### src/design/s2x_corner.sv
// scale2x corner rules for one source pixel and its four neighbors
module s2x_corner #(
    parameter int PIXEL_BITS = 32
) (
    input  logic [PIXEL_BITS-1:0] p,
    input  logic [PIXEL_BITS-1:0] up,
    input  logic [PIXEL_BITS-1:0] right,
    input  logic [PIXEL_BITS-1:0] left,
    input  logic [PIXEL_BITS-1:0] down,
    output logic [PIXEL_BITS-1:0] top_left,
    output logic [PIXEL_BITS-1:0] top_right,
    output logic [PIXEL_BITS-1:0] bottom_left,
    output logic [PIXEL_BITS-1:0] bottom_right
);

    logic eq_lu;
    logic eq_ld;
    logic eq_ur;
    logic eq_rd;

    assign eq_lu = (left == up);
    assign eq_ld = (left == down);
    assign eq_ur = (up == right);
    assign eq_rd = (right == down);

    assign top_left     = (eq_lu && !eq_ld && !eq_ur) ? up    : p;
    assign top_right    = (eq_ur && !eq_lu && !eq_rd) ? right : p;
    assign bottom_left  = (eq_ld && !eq_rd && !eq_lu) ? left  : p;
    assign bottom_right = (eq_rd && !eq_ur && !eq_ld) ? down  : p;

endmodule

### config.mk
export PLATFORM = sky130hd
export DESIGN_NAME = s2x_corner
export DESIGN_NICKNAME = d
export VERILOG_FILES = /design/src/design/s2x_corner.sv
export SDC_FILE = /design/constraint.sdc
export NUM_CORES = 1
export LEC_CHECK = 0
export BUFFER_PORTS_ARGS = -buffer_cell sky130_fd_sc_hd__buf_2
export CORE_AREA = 2 2 110 112
export DETAILED_ROUTE_END_ITERATION = 8
export DIE_AREA = 0 0 112 114
export GPL_TIMING_DRIVEN = 0
export PLACE_DENSITY_LB_ADDON = 0.2
export SYNTH_ARGS = -nofsm -noshare
export SYNTH_HDL_FRONTEND = slang
export SYNTH_SLANG_ARGS = --single-unit
### constraint.sdc
create_clock -name vclk -period 2.55
set_input_delay 0.3825 -clock vclk [all_inputs]
set_output_delay 0.3825 -clock vclk [all_outputs]
set_load 0.02 [all_outputs]
==> results of run 1 <==
metrics by stage:
| step | cell area, um2 | TNS, ns | hold slack (ns) |
|---|---|---|---|
| floorplan | 3540 | 0 | 0.924 |
| global placement | 5160 | -44.14 | 1.15 |
| detailed placement | 5160 | -46.78 | 1.16 |
| CTS | 6570 | -17.07 | 1.10 |
| global route | 7860 | -28.32 | 1.10 |
| finish | 7860 | -19.98 | 1.09 |
layer usage:
layer | up-vias | GRT usage [%] | wire, um
met5 | - | 0 | 0
met4 | 0 | 3.74 | 277
met3 | 14 | 2.50 | 952
met2 | 181 | 47.8 | 9720
met1 | 1912 | 30.3 | 7180
li1 | 1820 | - | -
cell usage after synthesis:
| cell type | n | share of area (%) |
|---|---|---|
| nand4_1 | 32 | 5.7 |
| nand2_1 | 4 | 0.42 |
| nor4_2 | 5 | 1.8 |
| buf_6 | 12 | 3.8 |
| nand4_2 | 4 | 1.4 |
| nor4_4 | 3 | 1.8 |
| mux2_4 | 120 | 51 |
| xnor2_1 | 128 | 32 |
| mux2_2 | 8 | 2.5 |
worst min-delay path by stage:
stage | endpoint | slack [ns] | from
floorplan | bottom_left[10] | 0.92 | p[10]
global placement | bottom_left[28] | 1.15 | p[28]
detailed placement | top_left[1] | 1.16 | p[1]
CTS | bottom_left[18] | 1.10 | left[18]
global route | bottom_left[14] | 1.10 | left[14]
finish | bottom_left[14] | 1.09 | left[14]
worst max-delay path: cells and delay by family:
kind          cells  cell delay, ns
mux               1            0.30
simple gates      4            0.71
buf+inv           5            0.78
xor+xnor          1            0.19
power by group through the flow:
stage	sequential, mW	combinational (mW)	clock (mW)
after floorplan	0	0.503	0
final	0	1.33	0
after global routing	0	1.39	0
after global placement	0	0.910	0
after CTS	0	1.11	0
after detailed placement	0	0.917	0
final cells by class:
cell class / count / area share (%)
Multi-Input combinational cell: 304 / 56.5
Tap cell: 147 / 2.34
Buffer: 11 / 2.80
Timing Repair Buffer: 321 / 38.3
what timing repair did:
item / 4_1_cts / 5_1_grt
resized for setup: 244 / 309
setup endpoints to repair: 128 / 128
hold buffers: 0 / 0
pin swaps: 47 / 59
gates cloned: 4 / 5
buffers inserted: 21 / 6
kinds of logic after synthesis:
logic type / Yosys count / synth area share (%)
muxes: 128 / 53.4
buffers and inverters: 12 / 3.82
and+or+nand+nor: 48 / 11.1
xor gates and xnor gates: 128 / 31.7
==> results.toml, run 1 <==
[power]
p_int_mw = 0.735
total_power_mw = 1.33
power_density_nw_per_um2 = 169
net-switching-power_mw = 0.594
p_sw_share_pct = 44.7
p_leak_nw = 4.06
peakVddDrop_v = 0.000100
pwr-share-comb_pct = 100.0
pwr-share-seq_pct = 0
clkPwrFrac_pct = 0

[critical_path]
crit_slowest_cell = "nor4_4"
cp_max_fo = 7
critical_path.endpoint = "top_left[1]"
worstPathCellList = "buf_2, xnor2_2, nand4_1, nor4_4, buf_4, nand2_2, nand4_4, buf_12, clkbuf_16, mux2_4, buf_6"
cp_slowest_stage_delay_ns = 0.34
startpoint = "up[15]"
critPathLaunchType = "input port"
required_ns = 2.17
end_kind = "primary output"
worst_ep_arrival_time_ns = 2.38
path_class = "in2out"

[logic_synthesis]
ys_types = 9
postSynthAreaPerCell_um2 = 11.2
syn-cell-area_um2 = 3540
synth_fp_nets = 476
ys_seq_area_share_pct = 0
syn_inst = 316
ys_warn_count = 0

[timing]
maxSlewHeadroom_pct = 76.1
setup_ws_ns = -0.212
worst_pin_slew_ns = 0.356
finalHoldViolCount = 0
finalCritPeriodShare_pct = 108
clock.fmax_ghz = 0.362
fin_crit_ns = 2.76
finalSetupViolCount = 128
drv_slew = 0
rsz0062_at_grt = "true"

[status]
violations = "negative setup slack"
outcome = "complete, but fails checks"

[layout]
n_clock_buffer = 0
layout_common_cells = "buf_6 (161), mux2_4 (123), buf_2 (108), xnor2_2 (66), xnor2_1 (39)"
fillerInstances = 840
multi_input_area_um2 = 4440
syn2layout_area_growth_pct = 122
diodes = 0
final_common_cell = "buf_6"
design.seq.count = 0
seqCellArea_um2 = 0
fin_cells = 783
final_util_pct = 67.1
drive_above_1_share_pct = 88.8
final_nets = 798

[hold_path]
hold_class = "in2out"
holdPathStages = 3

[global_routing]
grt_usage_pct = 24.8
grt_max_degree = 11
overflow = 0
grt_pass1_vias = 3986
grt_pass1_wl_mm = 24.1
antenna_found_initial = 0

[floorplanning]
die_w_um = 112
die_h_um = 114
num_io_pins = 288
dieArea_um2 = 12800
row_count = 40
initial_core_util_pct = 30.2
core-area_um2 = 11700

[placement]
port_buffers = 288
dp_cells = 751
dp_hpwl_mm = 13.6
place_congestion = 0.817
pre_cts_ws_ns = -0.446

[routing]
dr.pass1.iters = 4
route.detailed.drc = 0
viasPerCell = 5.02
vias = 3927
wl_mm = 18.1
drt_iter0_drc = 124
wl_per_cell_um = 23.2
final_antenna_net_count = 0

[flow_run]
cap_violations = 0
No activity file was read; power rests on OpenSTA's default activity.
==> run 2: changes to the inputs <==
- TNS_END_PERCENT: default -> 20
==> results.toml, run 2 (synthesis gave the netlist of run 1 again) <==
[status]
outcome = "complete, but fails checks"
violations = "negative setup slack"

[floorplanning]
dieArea_um2 = 12800
num_io_pins = 288
die_w_um = 112
core-area_um2 = 11700
row_count = 40
die_h_um = 114
initial_core_util_pct = 30.2

[layout]
drive_above_1_share_pct = 87.4
design_area_um2 = 7060
diodes = 0
n_clock_buffer = 0
syn2layout_area_growth_pct = 99.4
fin_cells = 774
final_common_cell = "buf_2"
design.seq.count = 0
layout_common_cells = "buf_2 (159), mux2_4 (120), buf_6 (71), buf_4 (69), xnor2_2 (67)"
final_util_pct = 60.3
final_nets = 789
seqCellArea_um2 = 0

[power]
peakVddDrop_v = 0.0000892
net-switching-power_mw = 0.563
power_density_nw_per_um2 = 169
pwr-share-comb_pct = 100.0
p_sw_share_pct = 47.1
clkPwrFrac_pct = 0
p_int_mw = 0.633
pwr-share-seq_pct = 0
total_power_mw = 1.20
p_leak_nw = 3.73

[routing]
wl_mm = 17.3
final_antenna_net_count = 0
vias = 3807
route.detailed.drc = 0
viasPerCell = 4.92
wl_per_cell_um = 22.4
dr.pass1.iters = 4
drt_iter0_drc = 105

[critical_path]
path_buf_inv = 5
crit_slowest_cell = "nor4_4"
startpoint = "up[28]"
cp_max_fo = 7
worst-path-stages = 11
critical_path.endpoint = "top_left[24]"
worst_ep_arrival_time_ns = 2.38
crit_family = "simple AND/OR/NAND/NOR gates"
end_kind = "primary output"
path_class = "in2out"
cp_slowest_stage_delay_ns = 0.38
critPathLaunchType = "input port"
required_ns = 2.17
worstPathCellList = "buf_8, xnor2_4, nand4_1, nor4_4, buf_4, nand2_2, nand4_4, buf_12, clkbuf_16, mux2_4, buf_6"

[global_routing]
antenna_found_initial = 0
grt_pass1_vias = 3926
grt_pass1_wl_mm = 23.6
grt_usage_pct = 24.1
grt_max_degree = 11
overflow = 0

[timing]
finalCritPeriodShare_pct = 108
maxSlewHeadroom_pct = 76.4
tns_ns = -19.85
rsz0062_at_grt = "true"
finalSetupViolCount = 128
holdWs_ns = 1.10
worst_pin_slew_ns = 0.352
fin_crit_ns = 2.76
drv_slew = 0
clock.fmax_ghz = 0.362
finalHoldViolCount = 0
setup_ws_ns = -0.214

[hold_path]
min_from = "left[25]"
hold_class = "in2out"

[placement]
dp_cells = 751
place_congestion = 0.817
dpl-instance-area_um2 = 5160
port_buffers = 288
pre_cts_ws_ns = -0.446
dp_hpwl_mm = 13.6

[flow_run]
cap_violations = 0
-- run 2: cell count changes in the layout (fill, tap and decap cells not counted), moves of 2 or more --
| cell | before | now |
|---|---|---|
| buf_6 | 161 | 71 |
| buf_2 | 108 | 159 |
| buf_4 | 30 | 69 |
| xnor2_4 | 23 | 14 |
| xnor2_1 | 39 | 47 |
| buf_12 | 19 | 13 |
| mux2_2 | 5 | 8 |
| mux2_4 | 123 | 120 |
| clkbuf_4 | 2 | 0 |
-- run 2: worst min-delay path by stage --
stage | to | slack [ns] | depth (start not counted)
after floorplan | bottom_left[10] | 0.92 | 1
after global placement | bottom_left[28] | 1.15 | 3
after detailed placement | top_left[1] | 1.16 | 3
after CTS | bottom_left[29] | 1.11 | 3
after global routing | top_right[21] | 1.11 | 3
final | bottom_left[25] | 1.10 | 3
-- run 2: timing repair --
action	CTS	global route
setup buffers	14	2
gates cloned	2	5
gates resized for setup	181	175
hold buffers	0	0
pin swaps	43	47
endpoints found under the setup margin	128	128
-- run 2: layout make-up --
class / count / area (um2)
timing repair buffer: 311 / 2380
fill: 970 / 4650
buffer: 12 / 230
multi-input combinational: 304 / 4260
tap: 147 / 184
-- run 2: power by group through the flow --
stage                     clock network (mW)  logic (mW)  registers, mW
final                                      0        1.20              0
after global routing                       0        1.25              0
after CTS                                  0        1.07              0
after detailed placement                   0       0.917              0
after global placement                     0       0.910              0
after floorplan                            0       0.503              0
-- run 2: routing by layer --
metal / wire length, um / vias up / track usage [%]
met2: 9180 / 178 / 46.3
met3: 895 / 16 / 2.44
met1: 6910 / 1822 / 29.7
met4: 339 / 0 / 3.33
li1: - / 1791 / -
met5: 0 / - / 0
==> run 3: changes to the inputs <==
- SLEW_MARGIN: default -> 0
- clock period: 2.55 -> 2.85 ns (I/O delays scaled with it)
==> results.toml, run 3 (synthesis gave the netlist of run 1 again) <==
[layout]
final_common_cell = "buf_2"
design.seq.count = 0
fillerInstances = 1046
final_util_pct = 55.7
layout_common_cells = "buf_2 (228), mux2_4 (120), xnor2_1 (69), xnor2_2 (54), buf_6 (45)"
diodes = 0
seqCellArea_um2 = 0
final_nets = 793
drive_above_1_share_pct = 84.0
syn2layout_area_growth_pct = 84.2
n_clock_buffer = 0
design_area_um2 = 6520

[placement]
place_congestion = 0.817
port_buffers = 288
dpl-instance-area_um2 = 5160
dp_hpwl_mm = 13.6

[power]
p_int_mw = 0.488
power_density_nw_per_um2 = 149
pwr-share-seq_pct = 0
p_sw_share_pct = 49.6
clkPwrFrac_pct = 0
pwr-share-comb_pct = 100.0
p_leak_nw = 3.54
net-switching-power_mw = 0.481
peakVddDrop_v = 0.0000745

[critical_path]
crit_top_cell = "buf_2"
worst_ep_arrival_time_ns = 2.47
cp_slowest_stage_delay_ns = 0.35
path_class = "in2out"
end_kind = "primary output"
crit_slowest_cell = "nor4_4"
cp_max_fo = 8
critical_path.endpoint = "top_right[14]"
worstPathCellList = "buf_2, xnor2_1, nand4_1, nor4_4, buf_4, nand4_4, clkbuf_16, mux2_4, buf_2"
required_ns = 2.42
critPathLaunchType = "input port"
startpoint = "right[20]"

[routing]
final_antenna_net_count = 0
vias = 3826
route.detailed.drc = 0
dr.pass1.iters = 4
wl_mm = 17.1
wl_per_cell_um = 21.9
viasPerCell = 4.92
drt_iter0_drc = 101

[timing]
finalHoldViolCount = 0
finalSetupViolCount = 62
setup_ws_ns = -0.0496
fin_crit_ns = 2.90
clock.fmax_ghz = 0.345
maxSlewHeadroom_pct = 75.8
rsz0062_at_grt = "true"
finalCritPeriodShare_pct = 102
drv_slew = 0
worst_pin_slew_ns = 0.360

[global_routing]
grt_usage_pct = 23.3
grtUsageMet1_pct = 29.2
top_usage_layer = "met2"
grt_pass1_vias = 3818
overflow = 0
grt_pass1_wl_mm = 22.8
use_met2_pct = 44.2
antenna_found_initial = 0
grt_max_degree = 11
use_met3_pct = 2.07

[hold_path]
hold_class = "in2out"
min_from = "up[17]"

[flow_run]
cap_violations = 0

[floorplanning]
core-area_um2 = 11700
die_h_um = 114
num_io_pins = 288
row_count = 40
dieArea_um2 = 12800
initial_core_util_pct = 30.2
die_w_um = 112

[status]
outcome = "complete, but fails checks"
violations = "negative setup slack"
## run 3: cell types whose count changed in the layout (fill, tap and decap cells not counted), sizes merged
cell,delta
buf,+2
clkbuf,+2
## run 3: stage by stage
step	cells	power [mW]	setup slack (ns)	setup TNS (ns)	hold slack, ns
3_3_place_gp	751	0.815	-0.206	-17.77	1.24
2_1_floorplan	316	0.450	0.570	0	1.01
6_report	778	0.968	-0.0496	-1.51	1.20
5_1_grt	778	1.02	-0.0981	-5.49	1.22
3_5_place_dp	751	0.820	-0.236	-20.28	1.25
4_1_cts	762	0.860	0.00455	0	1.25
## run 3: metal layers
layer	part of all wire, %	wire, um
met5	0	0
met4	1.6	265
met3	5.3	906
met2	52	8890
met1	41	6990
## run 3: worst min-delay path by stage
| stage | to | slack, ns | cells after the start |
|---|---|---|---|
| 2_1_floorplan | bottom_left[10] | 1.01 | 1 |
| 3_3_place_gp | bottom_left[28] | 1.24 | 3 |
| 3_5_place_dp | top_left[1] | 1.25 | 3 |
| 4_1_cts | top_right[21] | 1.25 | 3 |
| 5_1_grt | top_left[17] | 1.22 | 3 |
| 6_report | top_left[17] | 1.20 | 3 |
## run 3: worst max-delay path, delay by kind of cell
kind | cells | cell delay (ns)
simple gates | 3 | 0.78
xor+xnor | 1 | 0.22
buf+inv | 4 | 0.76
mux | 1 | 0.29
## run 3: layout make-up
cell class                 count  area, um2  share of cell area, %
buffer                        12        230                   3.53
tap                          147        184                   2.82
timing repair buffer         315       2100                   32.2
multi-input combinational    304       4010                   61.5
## run 3: timing repair
| item | in CTS | in global routing |
|---|---|---|
| pin swaps | 14 | 33 |
| hold buffers | 0 | 0 |
| resized for setup | 51 | 166 |
| cloned | 1 | 6 |
| setup endpoints to repair | 124 | 124 |
| setup buffers | 10 | 10 |
## run 3: power groups by stage
stage / clock network, mW / registers [mW] / logic, mW
final: 0 / 0 / 0.968
after global placement: 0 / 0 / 0.815
after detailed placement: 0 / 0 / 0.820
after floorplan: 0 / 0 / 0.450
after CTS: 0 / 0 / 0.860
after global routing: 0 / 0 / 1.02
